`config.mk`:
```
export PLATFORM = sky130hd
export DESIGN_NAME = pdt_ram
export DESIGN_NICKNAME = d
export VERILOG_FILES = /design/src/design/pdt_ram.sv
export SDC_FILE = /design/constraint.sdc
export NUM_CORES = 1
export LEC_CHECK = 0
export ABC_AREA = 0
export BUFFER_PORTS_ARGS = -buffer_cell sky130_fd_sc_hd__buf_2
export CAP_MARGIN = 20
export CORE_MARGIN = 2
export CORE_UTILIZATION = 55
export DETAILED_ROUTE_END_ITERATION = 10
export PLACE_DENSITY_LB_ADDON = 0.15
export SLEW_MARGIN = 20
export SYNTH_ARGS = -nofsm -noshare
export SYNTH_HDL_FRONTEND = slang
export SYNTH_SLANG_ARGS = --single-unit
```
`constraint.sdc`:
```
create_clock -name clk -period 2.93 [get_ports clk]
set_clock_uncertainty 0.05 [all_clocks]
set_input_delay 0.1465 -clock clk [delete_from_list [all_inputs] [get_ports clk]]
set_output_delay 0.1465 -clock clk [all_outputs]
set_load 0.02 [all_outputs]
```
`src/design/pdt_ram.sv`:
```
// Generic single-write, single-read memory with a registered read port.
// Depends on nothing.
module pdt_ram #(
  parameter int WIDTH = 8,
  parameter int DEPTH = 16
) (
  input  logic                                   clk,
  input  logic                                   we,
  input  logic [(DEPTH > 1 ? $clog2(DEPTH) : 1)-1:0] waddr,
  input  logic [WIDTH-1:0]                       wdata,
  input  logic                                   re,
  input  logic [(DEPTH > 1 ? $clog2(DEPTH) : 1)-1:0] raddr,
  output logic [WIDTH-1:0]                       rdata
);

  logic [WIDTH-1:0] mem [DEPTH];

  always_ff @(posedge clk) begin
    if (we) begin
      mem[waddr] <= wdata;
    end
    if (re) begin
      rdata <= mem[raddr];
    end
  end

endmodule

```
==> out/results.tsv <==
metric	value	unit
Pwr per Cell Area	744	mW/mm^2
Synth Warn #	0	
routability congestion estimate	0.784	
global-route met1 utilization	31.1	%
DP Wirelength	6.15	mm
Setup crit end kind	flop	
Routed Antenna Nets	0	
met2 Usage GRT	33.0	%
RSZ-0062 raised after global routing	no	
first-pass GRT wire length	15.1	mm
TritonCTS buffer count	17	
Initial Util	56.6	%
Worst Max-Slew Pin Slew	986	ps
Root Driver	clkbuf_8	
worst slack, placed	902	ps
Worst path max stage delay	500	ps
htree depth	4	
Iteration-0 DRC Markers	151	
multiplexer share of the synthesized area	14.8	%
Final min period	1630	ps
Synth Area in XOR/XNOR	0	%
crit path max fanout	1	
Slew Viols, Final	0	
global route overflow	0	
Remaining DRCs	0	
crit path launch type	flop	
Max Cap Viol	0	
post-synthesis compound-gate area fraction	2.30	%
routed length per instance	23.3	um
Detailed Routing Iterations Pass 1	4	
vias in the first global route	2537	
setup repair bufs after CTS	0	
placed inst area	0.00552	mm^2
Lkg Pwr	2.10	nW
CP top delay family	multiplexers	
Tcrit/Tclk final	55.6	%
Synth Area in Adders	0	%
met3 Usage GRT	5.59	%
most frequent cells in the layout	136 x edfxtp_1, 26 x buf_2, 18 x mux4_2, 16 x a22oi_1, 16 x clkbuf_16	
post-synthesis cell count	229	
Setup CP Type	flop to flop	
Via density	5.80	
status	finished, final reports clean	
Peak supply drop	0.411	mV
pin count of the biggest net entering global routing	26	
Core Box Area	0.00924	mm^2
share of post-route cells with drive strength above 1	28.0	%
n_diodes	0	
Syn Area/Cell	22.8	um^2
Max Root-Sink Buffers	2	
final worst slack	1300	ps
Arr. time, crit path	1820	ps
Synth Register Bits	136	
Die Ht	101	um
Design Area, Final	0.00623	mm^2
Clock Sinks	136	
PortBufs	26	
post-route setup TNS	0	ps
Chip Width	101	um
largest family of logic cells by synthesized area	multiplexers	
crit path cell chain	mux4_1 > a22oi_1 > nand2_1	
antenna violations before repair	0	
WP buf/inv	0	
routed vias	2465	
Post-Synthesis Cell Area	0.00523	mm^2
Post-layout nets	302	
commonest non-fill, non-tap cell in the layout	edfxtp_1	
Fin. Hold Viols	0	
CTS tree	yes	
Area Overhead vs Synth	19.2	%
post-synth net total	248	
Netlist cell types	18	
Boundary Pins	27	
worst endpoint required time	3120	ps
num rows	35	
Die Footprint	0.0103	mm^2
crit path max-delay cell type	mux4_1	
HP Class	primary input to flop	
Seq/Total Area, Yosys	78.1	%
Most Crowded Layer GR	met2	
DRT Wirelength	9.92	mm
Synth Area in Simple Gates	3.14	%
worst-skew pair later-pin latency	510	ps
relative slew slack	34.0	%
CTS clock-pin slew for the worst setup and hold paths	60	ps
FMAX	614	MHz
GRT Util Overall	21.5	%
Final setup viols	0	
power breakdown:
part	switching, mW	leakage [nW]	internal, mW
sequential	0.0102	1.24	2.19
clock	0.763	0.298	1.46
combinational	0.126	0.568	0.0886
total	0.899	2.10	3.74
routing by layer:
| layer | vias up | wire length (um) | share of wire [%] |
|---|---|---|---|
| li1 | 1088 | - | - |
| met3 | 8 | 359 | 3.6 |
| met5 | - | 0 | 0 |
| met4 | 0 | 93 | 0.94 |
| met2 | 72 | 4950 | 50 |
| met1 | 1297 | 4510 | 45 |
flip-flops by register name, summed over array words and instances (netlist names):
signal,count
mem,128
rdata,8
final timing paths:
path	to	depth (start not counted)	slack, ps	startpoint
setup / recovery	rdata[2]	3	1300	mem[1][2]
hold / removal	mem[4][2]	2	80	waddr[0]
setup reg to reg	rdata[2]	3	1300	mem[1][2]
hold reg to reg	rdata[1]	3	710	mem[14][1]
worst register-to-register path, cell delays in order, from the launching register on:
cell and delay (ps):
edfxtp_1 350, mux4_1 500, a22oi_1 330, nand2_1 130
through the flow:
stage / hold WS (ps) / utilization, % / total power, mW / instances
floorplan: 195 / - / 2.36 / 229
global route: 93.4 / 67.4 / 4.77 / 425
CTS: 51.2 / 67.4 / 4.66 / 425
detailed placement: 463 / 59.7 / 2.45 / 384
finish: 79.0 / 67.4 / 4.64 / 425
global placement: 461 / 59.7 / 2.44 / 384
cells in the mapped netlist (all sizes together):
library cell / instances / share of area (%)
a22oi: 16 / 2.3
and2: 1 / 0.12
and2b: 1 / 0.14
buf: 7 / 1.1
clkdlybuf4s25: 3 / 0.57
edfxtp: 136 / 78
mux4: 32 / 15
nand2: 9 / 0.65
nand2b: 2 / 0.24
nand3: 1 / 0.096
nand3b: 2 / 0.29
nor2: 13 / 0.93
nor2b: 1 / 0.12
nor3: 4 / 0.38
or3b: 1 / 0.17
area by class of cell:
type                            count  area [um^2]
Multi-Input combinational cell     83         1060
Sequential cell                   136         4080
Fill cell                         578         3010
Tap cell                          129          161
Clock buffer                       18          418
Timing Repair Buffer               45          308
Clock inverter                     14          204
kinds of logic after synthesis:
kind of cell           count (synthesis)
multiplexers                          32
flip-flops                           136
buffers and inverters                 10
AO/OA/AOI/OAI                         16
AND/OR/NAND/NOR                       35
timing repair:
| action | CTS | global route |
|---|---|---|
| endpoints found under the hold margin | 136 | 0 |
| hold buffers | 9 | 0 |
| gates resized for setup | 0 | 0 |
Note: power is estimated with default switching activity, not from simulation.
