### config.mk
export PLATFORM = sky130hd
export DESIGN_NAME = pdt_lane
export DESIGN_NICKNAME = d
export VERILOG_FILES = /design/src/design/pdt_pkg.sv /design/src/design/pdt_lane.sv
export SDC_FILE = /design/constraint.sdc
export NUM_CORES = 1
export LEC_CHECK = 0
export ABC_AREA = 1
export ABC_CLOCK_PERIOD_IN_PS = 17550
export BUFFER_PORTS_ARGS = -buffer_cell sky130_fd_sc_hd__buf_4
export CAP_MARGIN = 20
export CORE_MARGIN = 5
export CORE_UTILIZATION = 56
export DETAILED_ROUTE_END_ITERATION = 12
export PLACE_DENSITY = 0.73
export SYNTH_ARGS = -nofsm -noshare
export SYNTH_HDL_FRONTEND = slang
export SYNTH_SLANG_ARGS = --single-unit
### constraint.sdc
create_clock -name clk -period 17.55 [get_ports clk]
set_clock_uncertainty 0.2 [all_clocks]
set_input_delay 1.755 -clock clk [delete_from_list [all_inputs] [get_ports clk]]
set_output_delay 1.755 -clock clk [all_outputs]
set_load 0.01 [all_outputs]
### src/design/pdt_pkg.sv
// Shared types and constants for the posture deduplication table.
// Depends on nothing; pdt_lane, pdt_merge and the top level import it.
package pdt_pkg;

  localparam int LIMIT_W    = 33;
  localparam int ANGLE_IN_W = 16;
  localparam int IN_JOINTS  = 8;
  localparam int COUNT_W    = 4;
  localparam int INDEX_W    = 6;

  localparam logic [LIMIT_W-1:0] LIMIT_RESET = 33'd980;

  typedef enum logic [2:0] {
    ST_IDLE  = 3'b001,
    ST_SCAN  = 3'b010,
    ST_DRAIN = 3'b100
  } pdt_state_t;

endpackage

### src/design/pdt_lane.sv
// One joint lane: wrapped angle difference, magnitude and its square.
// Two register stages; depends on pdt_pkg for nothing beyond the house import.
module pdt_lane
  import pdt_pkg::*;
#(
  parameter int ANGLE_BITS = 16
) (
  input  logic                    clk,
  input  logic                    active,
  input  logic [ANGLE_BITS-1:0]   angle_in,
  input  logic [ANGLE_BITS-1:0]   angle_stored,
  output logic [2*ANGLE_BITS-1:0] sq
);

  logic [ANGLE_BITS-1:0]   diff;
  logic [ANGLE_BITS-1:0]   mag;
  logic [ANGLE_BITS-1:0]   mag_r;
  logic [2*ANGLE_BITS-1:0] sq_r;

  always_comb begin
    diff = angle_in - angle_stored;
    mag  = diff[ANGLE_BITS-1] ? (~diff + 1'b1) : diff;
    if (!active) begin
      mag = '0;
    end
  end

  always_ff @(posedge clk) begin
    mag_r <= mag;
    sq_r  <= (2*ANGLE_BITS)'(mag_r) * (2*ANGLE_BITS)'(mag_r);
  end

  assign sq = sq_r;

endmodule

==> impl_metrics.py <==
metrics = {
    "grt": {
        "grt_pass1_wl_mm": 36.4,
        "antenna_found_initial": 0,
        "grt_max_degree": 19,
        "grt_overflow_total": 0,
        "grt_pass1_vias": 7846,
        "grt_usage_pct": 21.8,
    },
    "synthesis": {
        "synth_warnings": 0,
        "synth-seq-cells": 47,
        "synthFlopType": "dfxtp_1",
        "synthesis.area_mm2": 0.00992,
        "synth_async_sr_flop_share_pct": 0,
        "syn_inst": 1303,
        "synth_seq_area_share_pct": 9.49,
        "synth_edf_count": 0,
        "syn_nets": 1618,
        "syn_area_per_cell_um2": 7.61,
        "synthDistinctLibCells": 38,
    },
    "timing": {
        "drv_slew": 0,
        "max_freq_mhz": 155,
        "hold_viol": 0,
        "rsz0062_at_grt": "no",
        "period_needed_ns": 6.46,
        "setup_violations": 0,
        "slew_headroom_pct": 43.5,
        "post-route-period-util_pct": 36.8,
        "tightest_slew_ns": 0.840,
        "tns_ns": 0,
    },
    "clock_tree": {
        "clkSlewWorstSetupHoldPaths_ns": 0.07,
        "cts.sinks": 47,
        "cts_resized": 0,
        "clock_latency_ns": 0.31,
        "cts.htree.levels": 2,
        "cts_buffers": 5,
        "cts_root_buffer": "clkbuf_16",
        "tritoncts": "built",
        "clockBufferDepth": 2,
        "post-cts-setup-buffer-count": 0,
        "hold_buffers": 0,
    },
    "floorplanning": {
        "rows": 48,
        "start_util_pct": 57.1,
        "coreArea_mm2": 0.0174,
        "die_h_um": 143,
        "die_area_mm2": 0.0205,
        "io_pins": 66,
        "die-width_um": 143,
    },
    "worst_hold_path": {
        "hold_class": "flip-flop to flip-flop",
    },
    "final_layout": {
        "diodes": 0,
        "layout.nets": 1657,
        "fin_area_mm2": 0.0107,
        "drive_above_1_share_pct": 7.89,
        "area_growth_pct": 7.78,
    },
    "route": {
        "wl_per_cell_um": 13.2,
        "antenna_left": 0,
        "vias_per_cell": 5.01,
        "dr.pass1.iters": 5,
        "wl_mm": 20.7,
        "vias": 7857,
        "drc_errors": 0,
        "drt_first_iter_violations": 411,
    },
    "placed_design": {
        "gp_congestion": 0.875,
        "dp_hpwl_mm": 17.9,
        "port_buffers": 64,
        "dpl-instance-area_mm2": 0.0105,
    },
    "critical_path": {
        "startpoint_type": "flip-flop",
        "cp_max_fo": 17,
        "cp-end-kind": "flip-flop",
        "cp.arrival_ns": 6.45,
        "reg2reg_slack_ns": 11.09,
        "crit_required_ns": 17.54,
        "path_class": "flip-flop to flip-flop",
    },
    "power_and_ir_drop": {
        "power.density_mw_per_mm2": 144,
        "p_leak_nw": 6.59,
        "vdd_drop_max_uv": 186,
    },
    "outcome": {
        "status": "finished clean",
    },
    "job": {
        "cap_violations": 0,
    },
}
## sequential cells by signal, summed over array words and instances (netlist names)
register	cells
sq	31
mag_r	16
## cell type report
| class | count | area [um2] |
|---|---|---|
| Inverter | 373 | 1400 |
| Clock inverter | 3 | 20.0 |
| Sequential cell | 47 | 941 |
| Clock buffer | 5 | 125 |
| Multi-Input combinational cell | 851 | 7440 |
| Timing Repair Buffer | 64 | 480 |
| Fill cell | 1582 | 6670 |
| Tap cell | 225 | 282 |
## path summary, 6_finish.rpt
kind | start | end | depth (start not counted)
max reg2reg | mag_r[4]$_SDFF_PN0_ | sq[25]$_DFF_P_ | 20
min reg2reg | mag_r[0]$_SDFF_PN0_ | sq[0]$_DFF_P_ | 0
max | mag_r[4]$_SDFF_PN0_ | sq[25]$_DFF_P_ | 20
min | mag_r[0]$_SDFF_PN0_ | sq[0]$_DFF_P_ | 0
## metal layers
metal  track usage, %  up-vias  share of wire [%]
li1                 -     3912                  -
met1             29.3     3731                 45
met2             38.5      195                 49
met3             2.58       19                4.7
met4             4.15        0                1.4
met5                0        -                  0
## cells in the mapped netlist (2+ instances only)
cell type | count | area [um2]
nor3_1 | 7 | 35.0
nand3b_1 | 2 | 15.0
xnor2_1 | 14 | 123
nand3_2 | 4 | 40.0
a21boi_1 | 2 | 15.0
dfxtp_1 | 47 | 941
clkbuf_1 | 29 | 109
o21ai_0 | 23 | 115
or2_2 | 4 | 25.0
o21bai_1 | 5 | 37.5
a31oi_1 | 5 | 31.3
ha_1 | 118 | 1480
o21ai_1 | 4 | 20.0
nand3_1 | 39 | 195
a21oi_1 | 52 | 260
buf_4 | 2 | 15.0
nor2_2 | 3 | 18.8
a21o_1 | 3 | 22.5
nand2_1 | 283 | 1060
nand4_1 | 12 | 75.1
inv_2 | 3 | 11.3
xor2_1 | 24 | 210
inv_1 | 370 | 1390
fa_1 | 163 | 3260
nor2_1 | 58 | 218
nand2_2 | 15 | 93.8
## metrics by stage
step | power, mW | setup slack (ns) | hold slack, ns | std cells | utilization (%)
after detailed placement | 1.43 | 11.21 | 0.455 | 1560 | 60.8
final | 1.54 | 11.09 | 0.456 | 1568 | 61.6
after floorplan | 1.12 | 11.94 | 0.129 | 1303 | -
after global routing | 1.75 | 10.78 | 0.502 | 1568 | 61.6
after global placement | 1.40 | 11.34 | 0.447 | 1560 | 60.8
after CTS | 1.54 | 11.22 | 0.465 | 1568 | 61.6
## cells by family after synthesis
kind of cell,count (synthesis),synth area share (%)
AOI/OAI and AO/OA,100,5.54
xor gates and xnor gates,38,3.36
adders and majority gates,281,47.8
buffers and inverters,405,15.5
DFF,47,9.49
other,1,0.0378
and+or+nand+nor,431,18.3
## worst max-delay path: stages, from the launching register on
cell,delay (ns)
dfxtp_1,0.77
nand2_1,0.20
inv_1,0.11
fa_1,0.41
inv_1,0.09
fa_1,0.42
inv_1,0.09
fa_1,0.44
fa_1,0.50
fa_1,0.49
inv_1,0.05
fa_1,0.47
inv_1,0.04
ha_1,0.35
a21o_1,0.23
nor2_1,0.10
a21boi_0,0.68
o21ai_0,0.36
nand2_1,0.14
nand2_1,0.07
xor2_1,0.13
## placed cells by master, fill, tap and decap left out, types with 2 or more instances in the layout
master,count
nand2_2,15
a21boi_1,2
clkinvlp_4,2
nand3_2,4
buf_4,64
nand3_1,39
inv_1,370
a21o_1,3
or2_2,4
nor3_1,7
fa_1,163
nand4_1,12
o21bai_1,5
a31oi_1,5
clkbuf_16,5
xor2_1,24
o21ai_1,4
nor2_1,58
nand3b_1,2
dfxtp_1,47
nor2_2,3
inv_2,3
a21oi_1,52
nand2_1,283
xnor2_1,14
o21ai_0,23
ha_1,118
## where the power goes
part / leakage (nW) / switching (mW) / internal, mW / total, mW
Combinational: 6.13 / 0.754 / 0.490 / 1.24
Clock: 0.0658 / 0.0484 / 0.0527 / 0.101
Sequential: 0.393 / 0.0373 / 0.155 / 0.193
Total: 6.59 / 0.840 / 0.699 / 1.54
Note: power is estimated with default switching activity, not from simulation.
