`config.mk`:
```
export PLATFORM = sky130hd
export DESIGN_NAME = pdt_merge
export DESIGN_NICKNAME = d
export VERILOG_FILES = /design/src/design/pdt_pkg.sv /design/src/design/pdt_merge.sv
export SDC_FILE = /design/constraint.sdc
export NUM_CORES = 1
export LEC_CHECK = 0
export BUFFER_PORTS_ARGS = -buffer_cell sky130_fd_sc_hd__buf_4
export CAP_MARGIN = 20
export CORE_MARGIN = 2
export CORE_UTILIZATION = 53
export CTS_BUF_LIST = sky130_fd_sc_hd__clkbuf_4
export DETAILED_ROUTE_END_ITERATION = 12
export PLACE_DENSITY = 0.88
export SYNTH_ARGS = -nofsm -noshare
export SYNTH_HDL_FRONTEND = slang
export SYNTH_SLANG_ARGS = --single-unit
```
`constraint.sdc`:
```
create_clock -name clk -period 5.9 [get_ports clk]
set_clock_uncertainty 0.1 [all_clocks]
set_input_delay 0.885 -clock clk [delete_from_list [all_inputs] [get_ports clk]]
set_output_delay 0.885 -clock clk [all_outputs]
set_load 0.01 [all_outputs]
```
`src/design/pdt_pkg.sv`:
```
// Shared types and constants for the posture deduplication table.
// Depends on nothing; pdt_lane, pdt_merge and the top level import it.
package pdt_pkg;

  localparam int LIMIT_W    = 33;
  localparam int ANGLE_IN_W = 16;
  localparam int IN_JOINTS  = 8;
  localparam int COUNT_W    = 4;
  localparam int INDEX_W    = 6;

  localparam logic [LIMIT_W-1:0] LIMIT_RESET = 33'd980;

  typedef enum logic [2:0] {
    ST_IDLE  = 3'b001,
    ST_SCAN  = 3'b010,
    ST_DRAIN = 3'b100
  } pdt_state_t;

endpackage

```
`src/design/pdt_merge.sv`:
```
// Merging stage: sums the lane squares and compares against the limit.
// Depends on pdt_pkg for the limit width.
module pdt_merge
  import pdt_pkg::*;
#(
  parameter int MAX_JOINTS = 8,
  parameter int ANGLE_BITS = 16
) (
  input  logic                    clk,
  input  logic [2*ANGLE_BITS-1:0] sq [MAX_JOINTS],
  input  logic [LIMIT_W-1:0]      limit,
  output logic                    below
);

  localparam int SW = 2 * ANGLE_BITS + 4;
  localparam int CW = (SW > LIMIT_W) ? SW : LIMIT_W;

  logic [SW-1:0] sum;
  logic [SW-1:0] sum_r;

  always_comb begin
    sum = '0;
    for (int j = 0; j < MAX_JOINTS; j++) begin
      sum = sum + {4'b0000, sq[j]};
    end
  end

  always_ff @(posedge clk) begin
    sum_r <= sum;
  end

  assign below = CW'(sum_r) < CW'(limit);

endmodule

```
==> results of run 1 <==
## routing by layer
layer / track usage (%) / vias up / routed length [um] / part of all wire [%]
met5: 0 / - / 0 / 0
met4: 7.509 / 0 / 519 / 2.6
met2: 48.47 / 222 / 10790 / 55
met1: 25.37 / 3309 / 6775 / 34
li1: - / 3326 / - / -
met3: 5.945 / 41 / 1582 / 8.0
## cells by family after synthesis
| logic type | Yosys count |
|---|---|
| compound gates | 120 |
| xor+xnor | 25 |
| fa+ha+maj | 258 |
| buf+inv | 445 |
| flops | 35 |
| mux | 1 |
| simple gates | 86 |
## final timing paths
path,cells past startpoint,from,end,slack (ns)
setup / recovery,20,sq[2],sum_r[34],0.54
hold / removal,3,sq[224],sum_r[0],0.82
## power by group
part | internal [mW] | switching, mW | total [mW] | leakage (nW)
sequential | 0.442 | 0.0447 | 0.487 | 0.295
clock | 0.0506 | 0.0858 | 0.136 | 0.0317
combinational | 2.18 | 2.64 | 4.83 | 6.30
total | 2.68 | 2.78 | 5.45 | 6.62
## layout make-up
| class | count | area, sq um | share of cell area [%] |
|---|---|---|---|
| clock buffers | 6 | 45.04 | 0.4096 |
| flip-flops and latches | 35 | 700.7 | 6.371 |
| inverters | 441 | 1655 | 15.05 |
| repair buffers | 291 | 2185 | 19.86 |
| well taps | 216 | 270.3 | 2.457 |
| clock inverters | 2 | 12.51 | 0.1138 |
| multi-input cells | 490 | 6130 | 55.73 |
## cell usage in the layout (no fill, tap or decap), drive strengths merged, types with 2 or more instances in the layout
master / n
a211oi: 3
a21boi: 2
a21o: 28
a21oi: 38
a31oi: 3
a41oi: 3
and3: 7
buf: 291
clkbuf: 6
dfxtp: 35
fa: 191
ha: 67
inv: 441
nand2: 22
nand2b: 7
nand3: 7
nand4: 6
nor2: 19
nor2b: 7
nor3: 4
o211a: 2
o211ai: 3
o21a: 3
o21ai: 21
o21bai: 2
o31ai: 2
o41ai: 2
or2: 3
xnor2: 19
xor2: 6
==> flow_summary.ini, run 1 <==
[status]
outcome = finished clean

[yosys]
yosys.area.top_type = fa_1
synth-seq-cells = 35
synth.mux.area_fraction_pct = 0.1177
yosys.area.top_type_share_pct = 44.97
synth_top_flop_cell = dfxtp_1
synthArstFlopShare_pct = 0
synth_edf_count = 0
ys_top_cells_by_count = inv_1 (441), fa_1 (191), ha_1 (67)
syn_avg_cell_area_sq_um = 8.765
synth_top_family_by_area = adder cells
synth_seq_area_share_pct = 8.241
synth_fa_ha_area_share_pct = 54.83
syn-instance-count = 970
yosys.area_share.simple_pct = 5.004
yosys_warnings = 0
syn-cell-area_sq_mm = 0.008502
synth-compound-area-share_pct = 9.566
ys_types = 50
synth.top_cells.by_area = fa_1 (45%), inv_1 (19%), ha_1 (9.9%)
synth-xor-area-share_pct = 2.575
syn-num-nets = 1518
synth_most_common_cell = inv_1

[critical_path]
worstPathRequired_ns = 6.07
cp.arrival_ns = 5.52
critPathBufInv = 6
crit_family = adder cells
worst_setup_path_start_kind = input pin
slowest_delay_ns = 0.56
critical_path.endpoint_type = flop
crit_fanout = 4
crit_path_cell_trace = buf_4 -> inv_1 -> fa_1 -> inv_1 -> fa_1 -> fa_1 -> inv_1 -> fa_1 -> inv_1 -> ha_1 -> inv_1 -> fa_1 -> nand2b_1 -> a21oi_1 -> o21ai_2 -> a21boi_4 -> o21ai_2 -> o41ai_2 -> a21oi_1 -> o31ai_2
criticalPathCategory = input pin to flop
crit_slowest_cell = fa_1

[timing]
fin_crit_sh_pct = 90.83
final_max_slew_viol_count = 0
fin_crit_ns = 5.359
hold_slack_ns = 0.8153
max_freq_mhz = 186.6
hold_violations = 0
slew_headroom_pct = 52.46
rsz0062_at_grt = no
finalSetupTns_ns = 0
worst_pin_slew_ns = 0.7039
fin_ws_ns = 0.5413
setup_viol = 0

[route]
viasPerCell = 4.658
wl_per_cell_um = 13.28
drt-total-wl_mm = 19.67
post-route-drc-count = 0
drt_first_pass_iters = 4
num_vias = 6898
drt_iter0_markers = 199
antenna_left = 0

[worst_hold_path]
min_path_type = input pin to flop

[final_layout]
regMostFlops = sum_r
reg.largest.list = sum_r: 35 flops
area_growth_pct = 29.36
antennaDiodeCount = 0
final_core_util_pct = 69.74
fin_nets = 1812
stdcell_count = 1481
largest_register_ffs = 35
drive_above_1_share_pct = 24.43
num-fill-cells = 1247
design_area_sq_mm = 0.01100

[clock_network]
clockRootBuffer = clkbuf_4
cts_resized = 0
path_clk_slew_ns = 0.12
cts_sinks = 35
htreeDepth = 2
numCtsBuffers = 5
clock_path_buffers = 2
cts_tree = done
post_cts_buffers = 0
hold_buffers = 0

[power]
power_mw = 5.450
peakVddDrop_mv = 0.3047
p_leak_nw = 6.624
powerDensity_mw_per_mm2 = 495.6

[floorplanning]
die-area_sq_mm = 0.01707
dieHeight_um = 130.7
coreArea_sq_mm = 0.01577
io_pins = 291
chipWidth_um = 130.7
rows = 46
initial_core_util_pct = 53.91

[place]
dpl.hpwl_mm = 18.53
place_ws_ns = 0.1974
gp_congestion = 0.8840
dpl-instance-area_sq_mm = 0.01094
dpl.cell_count = 1473
port_buffers = 290

[global_route]
grt_usage_pct = 24.54
grt_max_degree = 12
grt_pass1_wl_mm = 33.18
antenna_found_initial = 0
grt_pass1_vias = 7961
overflow = 0

[job]
maxCapViolCount = 0
Note: power is estimated with default switching activity, not from simulation.
==> inputs of run 2 (changes only) <==
==> constraint.sdc (replaced) <==
create_clock -name clk -period 5.9 [get_ports clk]
set_clock_uncertainty 0.1 [all_clocks]
set_input_delay 0.295 -clock clk [delete_from_list [all_inputs] [get_ports clk]]
set_output_delay 0.295 -clock clk [all_outputs]
set_load 0.01 [all_outputs]
==> run 2 against run 1 <==
  * Power down 0.41%
  * Global-route usage down 0.22 points
  * Setup slack better by 0.54 ns
  * Critical path type unchanged
  * Critical endpoint is now sum_r[22]
  * Highest routed layer unchanged
==> flow_summary.ini, run 2 (synthesized netlist as in run 1, its figures left out) <==
[status]
outcome = finished clean

[floorplanning]
io_pins = 291
coreArea_sq_mm = 0.01577
rows = 46
die-area_sq_mm = 0.01707
dieHeight_um = 130.7
initial_core_util_pct = 53.91
chipWidth_um = 130.7

[critical_path]
cp.arrival_ns = 4.94
crit_family = adder cells
critical_path.endpoint_type = flop
criticalPathCategory = input pin to flop
crit_path_cell_trace = buf_4 -> inv_1 -> fa_1 -> inv_1 -> fa_1 -> fa_1 -> inv_1 -> fa_1 -> inv_1 -> ha_1 -> inv_1 -> fa_1 -> nand2b_1 -> a21oi_1 -> o21ai_2 -> a21boi_4 -> o21ai_2 -> o21ai_0 -> mux2i_1 -> o311ai_0
crit_slowest_cell = fa_1
worstPathRequired_ns = 6.02
crit_fanout = 4
worst_setup_path_start_kind = input pin
critPathBufInv = 6
slowest_delay_ns = 0.55

[timing]
slew_headroom_pct = 59.14
max_freq_mhz = 207.3
fin_crit_ns = 4.823
rsz0062_at_grt = no
final_max_slew_viol_count = 0
fin_crit_sh_pct = 81.75
fin_ws_ns = 1.077
worst_pin_slew_ns = 0.6050
hold_slack_ns = 0.2036
setup_viol = 0
hold_violations = 0
finalSetupTns_ns = 0

[clock_network]
cts_tree = done
clock_path_buffers = 2
cts_sinks = 35
clockRootBuffer = clkbuf_4
cts_resized = 0
path_clk_slew_ns = 0.11
post_cts_buffers = 0
hold_buffers = 0
htreeDepth = 2
numCtsBuffers = 5

[power]
power.share.switching_pct = 51.06
power_mw = 5.428
pwr-share-clk_pct = 2.6
internal_power_mw = 2.656
powerDensity_mw_per_mm2 = 493.8
p_leak_nw = 6.619
p_comb_share_pct = 88.5
peakVddDrop_mv = 0.2855
switchingPower_mw = 2.771
p_seq_share_pct = 8.9

[route]
wl_per_cell_um = 13.27
antenna_left = 0
viasPerCell = 4.658
drt_iter0_markers = 142
drt_first_pass_iters = 4
num_vias = 6894
drt-total-wl_mm = 19.63
post-route-drc-count = 0

[place]
dpl.cell_count = 1472
dpl.hpwl_mm = 18.38
gp_congestion = 0.8820
place_ws_ns = 0.7457
dpl-instance-area_sq_mm = 0.01093
port_buffers = 290

[final_layout]
drive_above_1_share_pct = 24.37
area_growth_pct = 29.27
largest_register_ffs = 35
reg.largest.list = sum_r: 35 flops
design_area_sq_mm = 0.01099
final_core_util_pct = 69.69
antennaDiodeCount = 0
mostFrequentLayoutCell = inv_1
num-fill-cells = 1219
layout_common_cells = inv_1 (441), buf_4 (290), fa_1 (191)
regMostFlops = sum_r
fin_nets = 1811
stdcell_count = 1480

[global_route]
grt_usage_pct = 24.32
antenna_found_initial = 0
overflow = 0
grt_pass1_wl_mm = 32.70
grt_max_degree = 12
grt_pass1_vias = 7774

[worst_hold_path]
min_path_type = input pin to flop

[job]
maxCapViolCount = 0
## run 2: cell types whose count changed in the layout (fill, tap and decap cells not counted), sizes merged
cell / previous run / this run
buf: 291 / 290
## run 2: routing by layer
metal | track usage (%) | routed length [um]
met3 | 5.334 | 1566
met5 | 0 | 0
met1 | 25.26 | 6773
met4 | 8.824 | 675
met2 | 47.64 | 10620
## run 2: power by group through the flow
stage	registers, mW	clock network [mW]	logic (mW)
after global placement	0.487	0	4.61
after floorplan	0.474	0	3.71
after CTS	0.483	0.144	4.81
final	0.484	0.141	4.80
after global routing	0.494	0.153	5.47
after detailed placement	0.489	0	4.77
## run 2: area by class of cell
class / count / area, sq um / area share [%]
Multi-Input combinational cell: 490 / 6130 / 55.77
Timing Repair Buffer: 290 / 2177 / 19.81
Inverter: 441 / 1655 / 15.06
Sequential cell: 35 / 700.7 / 6.375
Tap cell: 216 / 270.3 / 2.459
Clock buffer: 6 / 45.04 / 0.4098
Clock inverter: 2 / 12.51 / 0.1138
## run 2: path summary, 6_finish.rpt
kind | from | endpoint | cells after the start
worst max-delay path | sq[2] | sum_r[22] | 20
worst min-delay path | sq[224] | sum_r[0] | 3
==> inputs of run 3 (changes only) <==
==> constraint.sdc (replaced) <==
create_clock -name clk -period 4.6 [get_ports clk]
set_clock_uncertainty 0.1 [all_clocks]
set_input_delay 0.23 -clock clk [delete_from_list [all_inputs] [get_ports clk]]
set_output_delay 0.23 -clock clk [all_outputs]
set_load 0.01 [all_outputs]
==> run 3 against run 2 <==
  * First-iteration DRC count increased by 7.7%
  * Critical path depth decreased by 2
  * Non-clock buffer count increased by 16
  * Sequential share of layout area decreased by 0.099 points
  * Count of clock-buffer cells in the layout decreased by 1
  * Worst hold slack got worse by 0.089 ns
  * Final cell count increased by 1.1%
  * Sequential power increased by 29%
  * Combinational power increased by 37%
  * Via count increased by 0.90%
  * Setup slack got worse by 0.83 ns
==> flow_summary.ini, run 3 (synthesized netlist as in run 1, its figures left out) <==
[route]
drt-total-wl_mm = 19.36
viasPerCell = 4.650
antenna_left = 0
wl_per_cell_um = 12.94
post-route-drc-count = 0
drt_first_pass_iters = 4
num_vias = 6956
drt_iter0_markers = 153

[clock_network]
clock_path_buffers = 2
cts_tree = done
htreeDepth = 2
path_clk_slew_ns = 0.12
clockRootBuffer = clkbuf_4
post_cts_buffers = 0
numCtsBuffers = 5
cts_sinks = 35

[floorplanning]
dieHeight_um = 130.7
io_pins = 291
initial_core_util_pct = 53.91
chipWidth_um = 130.7
rows = 46
die-area_sq_mm = 0.01707
coreArea_sq_mm = 0.01577

[power]
p_leak_nw = 6.720
powerDensity_mw_per_mm2 = 665.9
peakVddDrop_mv = 0.3852

[global_route]
grt_pass1_wl_mm = 32.15
overflow = 0
grt_usage_pct = 23.69
grt_pass1_vias = 7677
antenna_found_initial = 0
grt_max_degree = 13

[critical_path]
crit_family = adder cells
worst_setup_path_start_kind = input pin
worstPathRequired_ns = 4.79
slowest_delay_ns = 0.60
critPathBufInv = 5
crit_slowest_cell = fa_1
crit_fanout = 4
cp.arrival_ns = 4.55
crit_path_cell_trace = buf_4 -> inv_1 -> fa_1 -> inv_1 -> fa_1 -> fa_1 -> inv_1 -> fa_1 -> inv_1 -> ha_1 -> a21o_1 -> nand4_1 -> a21boi_1 -> a21oi_1 -> o211a_1 -> o22a_1 -> o221ai_1 -> xor2_1
criticalPathCategory = input pin to flop
critical_path.endpoint_type = flop

[place]
dpl-instance-area_sq_mm = 0.01105
dpl.cell_count = 1488
gp_congestion = 0.8916
dpl.hpwl_mm = 18.24
port_buffers = 290

[final_layout]
design_area_sq_mm = 0.01116
num-fill-cells = 1198
mostFrequentLayoutCell = inv_1
layout_common_cells = inv_1 (441), buf_4 (306), fa_1 (191)
regMostFlops = sum_r
stdcell_count = 1496
fin_nets = 1827
largest_register_ffs = 35
drive_above_1_share_pct = 25.62
reg.largest.list = sum_r: 35 flops
antennaDiodeCount = 0
area_growth_pct = 31.30

[timing]
slew_headroom_pct = 72.61
setup_viol = 0
hold_violations = 0
max_freq_mhz = 229.6
final_max_slew_viol_count = 0
worst_pin_slew_ns = 0.4073
fin_crit_ns = 4.356
fin_crit_sh_pct = 94.69

[worst_hold_path]
hp-start = sq[224]
hold_path_end = sum_r[0]
min_path_type = input pin to flop
whs_path_depth = 3

[status]
outcome = finished clean

[job]
maxCapViolCount = 0
run 3: layout make-up:
cell class	count	area [sq um]	area share [%]
multi-input cells	490	6158	55.17
repair buffers	306	2297	20.58
clock buffers	5	37.54	0.3362
clock inverters	3	43.79	0.3923
inverters	441	1655	14.83
flip-flops and latches	35	700.7	6.277
well taps	216	270.3	2.421
run 3: worst max path at each step:
stage | slack (ns) | end | startpoint | cells after the start
2_1_floorplan | 0.02 | sum_r[34] | sq[2] | 19
3_3_place_gp | -0.27 | sum_r[34] | sq[2] | 20
3_5_place_dp | -0.38 | sum_r[34] | sq[2] | 20
4_1_cts | 0.07 | sum_r[34] | sq[2] | 20
5_1_grt | -0.004 | sum_r[31] | sq[3] | 18
6_report | 0.24 | sum_r[31] | sq[3] | 18
run 3: power by group:
group	total, mW	internal [mW]	switching, mW
clock network	0.235	0.114	0.121
registers	0.622	0.567	0.0545
logic	6.58	3.09	3.49
total	7.43	3.77	3.67
run 3: per-stage QoR:
step / setup TNS, ns / hold WS (ns) / setup slack (ns) / util, % / total power [mW]
floorplan: 0 / 0.3728 / 0.01754 / - / 5.376
global placement: -1.106 / 0.4763 / -0.2708 / 70.09 / 6.909
detailed placement: -2.519 / 0.4815 / -0.3765 / 70.09 / 7.103
CTS: 0 / 0.1170 / 0.06964 / 70.63 / 7.377
global route: -0.003725 / 0.1173 / -0.003725 / 70.79 / 8.375
finish: 0 / 0.1149 / 0.2443 / 70.79 / 7.433
run 3: routing by layer:
| metal | part of all wire, % | track usage (%) | up-vias |
|---|---|---|---|
| met2 | 53 | 46.23 | 222 |
| met1 | 36 | 25.59 | 3342 |
| met3 | 7.5 | 4.967 | 39 |
| li1 | - | - | 3353 |
| met4 | 2.9 | 7.009 | 0 |
| met5 | 0 | 0 | - |
run 3: what timing repair did:
item                                   CTS  global route
pin swaps                                0             5
setup endpoints to repair                1             8
resized for setup                        1             7
endpoints found under the hold margin    0             0
gates cloned                             0             0
hold buffers                             0             0
